`src/rtl/ftd_pkg.sv`:
```
// ----------------------------------------------------------------------------
// ftd_pkg: shared constants and types for the float to decimal text unit
// Character codes, digit limits and the fraction word carried between units.
// ----------------------------------------------------------------------------
package ftd_pkg;

    localparam int MAX_FRAC_DIGITS = 32;

    localparam logic [7:0] CHAR_NUL   = 8'd0;
    localparam logic [7:0] CHAR_MINUS = 8'd45;
    localparam logic [7:0] CHAR_POINT = 8'd46;
    localparam logic [7:0] CHAR_ZERO  = 8'd48;

    // fraction LSB weight is 2^(scale - FRAC_LSB_EXP)
    localparam logic [7:0] FRAC_LSB_EXP = 8'd149;

    // remaining fraction: mant * 2^(scale - 149), mant below 2^24
    typedef struct packed {
        logic [23:0] mant;
        logic [7:0]  scale;
    } t_frac;

endpackage

```
`src/rtl/ftd_mul10.sv`:
```
// ----------------------------------------------------------------------------
// ftd_mul10: fraction times ten, single-precision rounding
// Exact product of the fraction word and ten, rounded to nearest even on the
// single-precision grid (subnormal floor included).
// ----------------------------------------------------------------------------
module ftd_mul10 (
    input  ftd_pkg::t_frac i_frac,
    output ftd_pkg::t_frac o_frac
);

    logic [27:0] w_prod;
    logic [2:0]  w_s;
    logic [27:0] w_q;
    logic [27:0] w_rem;
    logic [27:0] w_half;
    logic        w_up;
    logic [24:0] w_sum;

    always_comb begin
        w_prod = {1'b0, i_frac.mant, 3'b0} + {3'b0, i_frac.mant, 1'b0};
        // bits to drop so that 24 significant bits remain
        w_s = 3'd0;
        for (int b = 24; b < 28; b++) begin
            if (w_prod[b]) begin
                w_s = 3'(b - 23);
            end
        end
        w_q    = w_prod >> w_s;
        w_rem  = w_prod & ~(28'hFFF_FFFF << w_s);
        w_half = (w_s == 3'd0) ? 28'd0 : (28'd1 << (w_s - 3'd1));
        w_up   = (w_s != 3'd0) &&
                 ((w_rem > w_half) || ((w_rem == w_half) && w_q[0]));
        w_sum  = w_q[24:0] + 25'(w_up);
        if (w_sum[24]) begin
            o_frac.mant  = w_sum[24:1];
            o_frac.scale = i_frac.scale + 8'(w_s) + 8'd1;
        end else begin
            o_frac.mant  = w_sum[23:0];
            o_frac.scale = i_frac.scale + 8'(w_s);
        end
    end

endmodule

```
`src/rtl/float_to_decimal_text.sv`:
```
// ----------------------------------------------------------------------------
// float_to_decimal_text_unit: single-precision value to fixed decimal text
// Sign, integer digits, point and fraction digits, one ASCII word a result.
// ----------------------------------------------------------------------------
// Usage notes
// - Command port: a word (i_value_bits, i_frac_digits) is taken on a rising
//   edge with start high and busy low. busy stays high until the last
//   character has gone out.
// - Result port: o_strobe marks each character for exactly one cycle; the
//   receiver must take it then, there is no back-pressure.
// - NaN/infinity: one word with o_invalid and o_last set, char 0, the cycle
//   after accept; busy never rises.
// - Sequence: '-' (if negative) the cycle after accept; then binary to BCD
//   shifting (one shared add-3/shift step), integer digits (leading zeros
//   skipped silently), '.', then for each fraction digit
//   multiply-by-ten/round, then extract.
// - Pacing: one value at a time, set by the double-dabble loop and the
//   shared x10 unit; a new command is taken only with busy low.
// - frac digits above 32 are clamped to 32. Integer part at or above 2^63
//   saturates to 2^63-1.
// - Reset (synchronous, active low) returns to idle and drops the strobe.
// ----------------------------------------------------------------------------
module float_to_decimal_text_unit (
    input  logic        i_clk,
    input  logic        i_rst_n,
    input  logic        start,
    output logic        busy,
    input  logic [31:0] i_value_bits,
    input  logic [5:0]  i_frac_digits,
    output logic        o_strobe,
    output logic [7:0]  o_char_code,
    output logic        o_last,
    output logic        o_invalid
);

    typedef enum logic [2:0] {
        S_IDLE, S_CONV, S_INT, S_POINT, S_MUL, S_DIG
    } t_state;

    t_state r_state, n_state;
    logic [63:0] r_bin, n_bin;
    logic [79:0] r_bcd, n_bcd;
    logic [5:0]  r_cnt, n_cnt;
    logic [5:0]  r_fcnt, n_fcnt;
    logic        r_started, n_started;
    ftd_pkg::t_frac r_frac, n_frac;
    logic        r_strobe, n_strobe;
    logic [7:0]  r_char, n_char;
    logic        r_last, n_last;
    logic        r_invalid, n_invalid;

    // input decode
    logic [7:0]  w_exp;
    logic [23:0] w_mfull;
    logic [4:0]  w_rsh;
    logic [5:0]  w_lsh;
    logic [63:0] w_ipart;
    ftd_pkg::t_frac w_frac0;
    logic        w_neg;
    logic [5:0]  w_digits;

    // BCD step
    logic [79:0] w_adj;

    // fraction path
    ftd_pkg::t_frac w_prod;
    logic [7:0]  w_sh;
    logic [23:0] w_wide;
    logic [3:0]  w_digit;
    ftd_pkg::t_frac w_rem;

    ftd_mul10 u_mul10 (
        .i_frac (r_frac),
        .o_frac (w_prod)
    );

    always_comb begin
        w_exp   = i_value_bits[30:23];
        w_mfull = {(w_exp != 8'd0), i_value_bits[22:0]};
        w_rsh   = 5'(8'd150 - w_exp);
        w_lsh   = 6'(w_exp - 8'd150);
        w_neg   = i_value_bits[31] && (i_value_bits[30:0] != 31'd0);
        w_digits = (i_frac_digits > 6'(ftd_pkg::MAX_FRAC_DIGITS)) ?
                   6'(ftd_pkg::MAX_FRAC_DIGITS) : i_frac_digits;
        w_frac0 = '0;
        if (w_exp == 8'd0) begin
            w_ipart      = 64'd0;
            w_frac0.mant = w_mfull;
        end else if (w_exp < 8'd127) begin
            w_ipart       = 64'd0;
            w_frac0.mant  = w_mfull;
            w_frac0.scale = w_exp - 8'd1;
        end else if (w_exp < 8'd150) begin
            w_ipart       = 64'(w_mfull >> w_rsh);
            w_frac0.mant  = w_mfull & ~(24'hFF_FFFF << w_rsh);
            w_frac0.scale = w_exp - 8'd1;
        end else if (w_exp < 8'd190) begin
            w_ipart = {40'd0, w_mfull} << w_lsh;
        end else begin
            w_ipart = 64'h7FFF_FFFF_FFFF_FFFF;
        end
    end

    // add-3 correction on every BCD digit
    always_comb begin
        for (int i = 0; i < 20; i++) begin
            w_adj[4*i +: 4] = (r_bcd[4*i +: 4] >= 4'd5) ?
                              r_bcd[4*i +: 4] + 4'd3 : r_bcd[4*i +: 4];
        end
    end

    // digit = integer part of the scaled fraction
    always_comb begin
        w_sh   = ftd_pkg::FRAC_LSB_EXP - r_frac.scale;
        w_wide = 24'd0;
        w_rem  = r_frac;
        if (w_sh < 8'd24) begin
            w_wide     = r_frac.mant >> w_sh[4:0];
            w_rem.mant = r_frac.mant & ~(24'hFF_FFFF << w_sh[4:0]);
        end
        w_digit = w_wide[3:0];
        if (w_wide >= 24'd10) begin
            // rounded up to ten: clamp
            w_digit = 4'd9;
            w_rem   = '0;
        end
    end

    always_comb begin
        n_state   = r_state;
        n_bin     = r_bin;
        n_bcd     = r_bcd;
        n_cnt     = r_cnt;
        n_fcnt    = r_fcnt;
        n_started = r_started;
        n_frac    = r_frac;
        n_strobe  = 1'b0;
        n_char    = r_char;
        n_last    = 1'b0;
        n_invalid = 1'b0;
        unique case (r_state)
            S_IDLE: begin
                if (start) begin
                    if (w_exp == 8'hFF) begin
                        n_strobe  = 1'b1;
                        n_char    = ftd_pkg::CHAR_NUL;
                        n_last    = 1'b1;
                        n_invalid = 1'b1;
                    end else begin
                        if (w_neg) begin
                            n_strobe = 1'b1;
                            n_char   = ftd_pkg::CHAR_MINUS;
                        end
                        n_bin     = w_ipart;
                        n_bcd     = '0;
                        n_frac    = w_frac0;
                        n_fcnt    = w_digits;
                        n_cnt     = 6'd63;
                        n_started = 1'b0;
                        n_state   = S_CONV;
                    end
                end
            end
            S_CONV: begin
                n_bcd = {w_adj[78:0], r_bin[63]};
                n_bin = {r_bin[62:0], 1'b0};
                if (r_cnt == 6'd0) begin
                    n_cnt   = 6'd19;
                    n_state = S_INT;
                end else begin
                    n_cnt = r_cnt - 6'd1;
                end
            end
            S_INT: begin
                if ((r_bcd[79:76] != 4'd0) || r_started || (r_cnt == 6'd0)) begin
                    n_strobe  = 1'b1;
                    n_char    = ftd_pkg::CHAR_ZERO + {4'd0, r_bcd[79:76]};
                    n_started = 1'b1;
                end
                n_bcd = {r_bcd[75:0], 4'd0};
                if (r_cnt == 6'd0) begin
                    n_state = S_POINT;
                end else begin
                    n_cnt = r_cnt - 6'd1;
                end
            end
            S_POINT: begin
                n_strobe = 1'b1;
                n_char   = ftd_pkg::CHAR_POINT;
                n_last   = (r_fcnt == 6'd0);
                n_state  = (r_fcnt == 6'd0) ? S_IDLE : S_MUL;
            end
            S_MUL: begin
                n_frac  = w_prod;
                n_state = S_DIG;
            end
            S_DIG: begin
                n_strobe = 1'b1;
                n_char   = ftd_pkg::CHAR_ZERO + {4'd0, w_digit};
                n_frac   = w_rem;
                n_fcnt   = r_fcnt - 6'd1;
                n_last   = (r_fcnt == 6'd1);
                n_state  = (r_fcnt == 6'd1) ? S_IDLE : S_MUL;
            end
            default: n_state = S_IDLE;
        endcase
    end

    always_ff @(posedge i_clk) begin
        if (!i_rst_n) begin
            r_state   <= S_IDLE;
            r_strobe  <= 1'b0;
            r_last    <= 1'b0;
            r_invalid <= 1'b0;
            r_started <= 1'b0;
            r_cnt     <= 6'd0;
            r_fcnt    <= 6'd0;
        end else begin
            r_state   <= n_state;
            r_strobe  <= n_strobe;
            r_last    <= n_last;
            r_invalid <= n_invalid;
            r_started <= n_started;
            r_cnt     <= n_cnt;
            r_fcnt    <= n_fcnt;
        end
        r_bin  <= n_bin;
        r_bcd  <= n_bcd;
        r_frac <= n_frac;
        r_char <= n_char;
    end

    assign busy        = (r_state != S_IDLE);
    assign o_strobe    = r_strobe;
    assign o_char_code = r_char;
    assign o_last      = r_last;
    assign o_invalid   = r_invalid;

endmodule

```
`config.mk`:
```
export PLATFORM = sky130hd
export DESIGN_NAME = float_to_decimal_text_unit
export DESIGN_NICKNAME = d
export VERILOG_FILES = /design/src/rtl/ftd_pkg.sv /design/src/rtl/ftd_mul10.sv /design/src/rtl/float_to_decimal_text.sv
export SDC_FILE = /design/constraint.sdc
export NUM_CORES = 1
export LEC_CHECK = 0
export BUFFER_PORTS_ARGS = -buffer_cell sky130_fd_sc_hd__buf_2
export CAP_MARGIN = 20
export CORE_ASPECT_RATIO = 1.25
export CORE_UTILIZATION = 24
export DETAILED_ROUTE_END_ITERATION = 12
export GPL_TIMING_DRIVEN = 0
export REMOVE_ABC_BUFFERS = 1
export SETUP_SLACK_MARGIN = 0.15
export SLEW_MARGIN = 40
export SYNTH_ARGS = -nofsm -noshare
export SYNTH_HDL_FRONTEND = slang
export SYNTH_HIERARCHICAL = 1
export SYNTH_SLANG_ARGS = --single-unit
```
`constraint.sdc`:
```
create_clock -name i_clk -period 19.8 [get_ports i_clk]
set_input_delay 3.96 -clock i_clk [delete_from_list [all_inputs] [get_ports i_clk]]
set_output_delay 3.96 -clock i_clk [all_outputs]
set_load 0.02 [all_outputs]
```
; ---- Word-level counts from Yosys, hierarchy flattened
; Index checks and enable logic that the tools add are counted.
[totals]
in_bits = 41
reg_bits = 203
output_inout_bits = 12
[op_classes]
n_lt_le_gt_ge = 27
n_mux = 80
addsub = 33
n_reduce_logical = 33
n_bitwise = 6
shifts = 8
eq_ne = 17
[op_table]
columns = op, count
row1 = $mux W64, 6
row2 = $pmux W80 S3, 1
row3 = $mux W32, 6
row4 = $mux W80, 2
row5 = $pmux W64 S2, 1
row6 = $pmux W32 S3, 1
row7 = $ge A4 B3 Y1 const B, 20
row8 = $mux W4, 20
row9 = $add A4 B2 Y4 const B, 19
row10 = $mux W24, 3
row11 = $shl A24 B6 Y64, 1
row12 = $shr A24 B5 Y64, 1
row13 = $and A24 B24 Y24, 2
row14 = $not A24 Y24, 2
row15 = $shl A24 B5 Y24 const A, 2
row16 = $mux W6, 7
row17 = $mux W8, 5
row18 = $pmux W8 S4, 1
row19 = $reduce_bool A31 Y1, 1
row20 = $add A27 B25 Y28, 1
row21 = $and A28 B28 Y28, 1
row22 = $eq A28 B28 Y1, 1
row23 = $gt A28 B28 Y1, 1
row24 = $mux W28, 1
row25 = other kinds (49), 98

; ---- Longest topological paths before layout
[depth]
word_depth = 15
ltp_mapped = 32

; ---- Modules after synthesis
; Netlist, hierarchy kept.
[by_module_without_submodules]
columns = module, area_per_inst_um2, instances, seq_area_each_um2, cells_each
row1 = float_to_decimal_text_unit, 16158.0, 1, 5845.6, 1770
row2 = ftd_mul10, 3652.3, 1, 0.0, 541

; ---- Worst setup path before layout
; No wires, ideal clock.
[synth_path]
path_kind = input to register
startpoint = in i_value_bits[27]
endpoint = reg r_bin[0], enable pin
setup_time_ns = 0.564
path_stages = 5
setup_slack_ns = 10.041
required_time_ns = 19.236
n_path_buf = 1
arrival_time_ns = 9.195
cell_sequence = clkbuf_1 -> and4_1 -> nand4_1 -> a21oi_1 -> nor3_1
[synth_via]
elab_chain_cells = 3
[synth_lines]
columns = element, line
row1 = start: declaration, float_to_decimal_text.sv:28  ; input logic [31:0] i_value_bits,
row2 = $eq A8 B8 Y1, float_to_decimal_text.sv:144  ; if (w_exp == 8'hFF) begin
row3 = $ne A2 B2 Y1 (no line), --
row4 = $reduce_and A3 Y1 (no line), --
row5 = end signal: assignment, float_to_decimal_text.sv:227  ; r_bin <= n_bin;
row6 = end: declaration, float_to_decimal_text.sv:41  ; logic [63:0] r_bin, n_bin;
; Every way passes these cells.
; A chain may end at the register's enable or synchronous reset.

==> impl_metrics.csv <==
group,metric,value,unit
timing,period_needed,8.18,ns
power_and_ir_drop,p_leak,7.65,nW
yosys,synthTopCellsByArea,"edfxtp_1 (28%), mux4_2 (6.3%), ha_1 (5.7%)",
hold_path,min_from,"r_started",
job,maxCapViolCount,0,
timing,fin_setup_tns,0,ns
floorplanning,rows,117,
yosys,synth_edf_count,182,
layout,most-common-layout-cells,"nand2_1 (266), o21ai_0 (211), a21oi_1 (189)",
grt,grt-ovfl-total,0,
floorplanning,io_pins,53,
clocking,cts_setup_buffers,0,
power_and_ir_drop,vdd_drop_max,0.0517,mV
route,dr.pass1.iters,5,
timing,setup_viol,0,
grt,grtUsageTotal,14.7,%
layout,multi_input_area,13200,um^2
timing,rsz0062_at_grt,"false",
yosys,ys_ff_latch,201,
hold_path,min_to,"r_started",
timing,hold_slack,0.488,ns
yosys,ys.flop_type,"edfxtp_1",
setup_path,crit-reg2reg-launch,"r_frac[31]",
layout,finalNetCount,2410,
yosys,avgSynthCellArea,8.57,um^2
timing,finalCritPeriodShare,41.3,%
setup_path,crit_path_start,"r_frac[31]",
timing,relSlewSlack,42.4,%
yosys,synth_cell_type_count,102,
setup_path,start_kind,"flop",
timing,max_clock_freq,122,MHz
route,met3_wirelength,2900,um
layout,drive_above_1_share,13.4,%
yosys,yosysTopAreaCell,"edfxtp_1",
clocking,cts_tree,"done",
grt,grt_max_degree,59,
route,vias,18477,
placement,gp_congestion,0.925,
yosys,synthArstFlopShare,0,%
layout,post_layout_nonfiller_instances,3362,
placement,placedCellCount,3323,
grt,antenna_found_initial,4,
floorplanning,initial_utilization,24.3,%
setup_path,crit_type,"reg2reg",
setup_path,cp.arrival,8.45,ns
outcome,status,"finished clean",
timing,worst-slew-pin-transition,0.863,ns
layout,syn_to_final_growth,11.8,%
floorplanning,die_y,323,um
setup_path,crit_path_end_kind,"flop",
setup_path,required,20.07,ns
layout,fillerInstances,8674,
floorplanning,die_area,83700,um^2
setup_path,r2r_setup_slack,11.62,ns
setup_path,cpMaxStageDelayCell,"edfxtp_1",
setup_path,critPathMostFrequentCell,"ha_1",
placement,port_buffers,50,
yosys,yosysTopAreaCellShare,27.6,%
clocking,h-tree-depth,1,
hold_path,hold_path.class,"reg2reg",
route,dr_wl_met2,31200,um
layout,register_area,5850,um^2
grt,grt_pass1_vias,17687,
layout,post-route-util,27.2,%
power_and_ir_drop,p_per_area,138,nW/um^2
route,highest_layer,"met5",
floorplanning,core,81500,um^2
route,viasPerCell,5.50,
setup_path,crit_chain,"ha_1 -> clkinv_1 -> o21bai_1 -> a22oi_1 -> inv_1 -> o311ai_4 -> nand3_1 -> and2_1 -> ha_1 -> o2111a_1 -> o31ai_1 -> nand2_1 -> o221a_2 -> ha_1 -> ha_1 -> inv_1 -> a2111o_1 -> nor4_2 -> nand4bb_1 -> or3_1 -> nor2_4 -> mux2_2 -> a32oi_1 -> o21ai_2",
route,drc,0,
timing,finalHoldViolations,0,
clocking,clk_pin_slew,0.07,ns
layout,mostFrequentLayoutCell,"nand2_1",
clocking,cts_sinks,201,
clocking,root_buffer,"clkbuf_16",
yosys,syn-cell-area,19800,um^2
hold_path,worstHoldPathCells,2,
placement,hpwl,46700,um
clocking,cts-hold-fix-buffers,0,
clocking,clkLatencyLatePin,0.53,ns
route,routed_wl,63200,um
setup_path,reg2reg_depth,24,
timing,drv_slew,0,
setup_path,cpPeakStageDelay,0.89,ns
setup_path,cp_max_fo,17,
yosys,seq_area_frac_synth,29.5,%
floorplanning,die_w,259,um
route,post_drt_wl_per_cell,18.8,um
route,drtAntennaViolNets,0,
setup_path,timing.rr.end,"r_frac[8]",
grt,grt_pass1_wl,99800,um
timing,clock_skew,0.0281,ns
yosys,yosys_warnings,6,
route,drt_iter0_drc,1477,
route,drt-met1-wl,25900,um
clocking,ctsResizeCount,0,
clocking,cts_buffers,21,
yosys,synth_cells,2311,
clocking,cts_buffer_depth,3,
## worst max-delay path by stage
stage | slack (ns) | end
after floorplan | 10.30 | r_bin[0]
after detailed placement | 11.68 | r_frac[8]
after CTS | 11.63 | r_frac[8]
final | 11.62 | r_frac[8]
after global placement | 6.67 | r_bin[35]
after global routing | 11.16 | r_frac[8]
## critical path, delay by kind of cell (launching register included)
| kind | cells | cell delay (ns) |
|---|---|---|
| fa+ha+maj | 4 | 1.11 |
| simple gates | 7 | 2.72 |
| buf+inv | 3 | 0.48 |
| flops | 1 | 0.89 |
| mux | 1 | 0.38 |
| compound gates | 9 | 2.32 |
## metal layers
| layer | vias up | GRT usage (%) |
|---|---|---|
| li1 | 8717 | - |
| met1 | 8973 | 17.7 |
| met2 | 611 | 25.8 |
| met3 | 172 | 1.44 |
| met4 | 4 | 7.47 |
| met5 | - | 0 |
## state kept, by name, summed over array words and instances (netlist names), 3 cells and up
name / cells
o_char_code: 6
r_state: 3
r_frac: 32
r_fcnt: 6
r_bcd: 80
r_bin: 64
r_cnt: 6
## cells in the mapped netlist (39+ instances only)
master    number
mux4_2        55
clkbuf_1      95
nand3_1       51
o21ai_0      211
o22ai_1       40
nand2_1      267
nor3_1        48
edfxtp_1     182
xnor2_1       62
nor2_1       166
mux2i_1       48
ha_1          91
nand2b_1      39
a21oi_1      190
inv_1         83
nor3b_1       43
## through the flow
step | setup WS, ns | power, mW | cell area (um^2)
3_3_place_gp | 6.67 | 2.55 | 20800
4_1_cts | 11.63 | 3.02 | 22100
5_1_grt | 11.16 | 3.28 | 22100
2_1_floorplan | 10.30 | 2.10 | 19200
6_report | 11.62 | 3.06 | 22200
3_5_place_dp | 11.68 | 2.62 | 21500
## where the power goes
part	switching (mW)	internal, mW	total, mW	leakage (nW)
logic	1.12	0.711	1.83	5.32
registers	0.166	0.662	0.828	2.02
clock network	0.187	0.211	0.398	0.313
## layout make-up
type / count / area share (%)
Multi-Input combinational cell: 1879 / 59.8
Sequential cell: 201 / 26.4
Tap cell: 1071 / 6.05
Timing Repair Buffer: 87 / 3.37
Clock buffer: 23 / 2.41
Inverter: 86 / 1.46
Clock inverter: 14 / 0.520
Antenna cell: 1 / 0.0113
## logic make-up after synthesis
logic type / count (synthesis) / synth area share, %
AO/OA/AOI/OAI: 788 / 25.9
XOR/XNOR: 90 / 4.15
adder cells (fa/ha/maj): 93 / 5.95
buffers and inverters: 236 / 5.00
flip-flops: 201 / 29.5
multiplexers: 132 / 10.3
other: 3 / 0.0568
AND/OR/NAND/NOR: 768 / 19.1
Note: power is estimated with default switching activity, not from simulation.
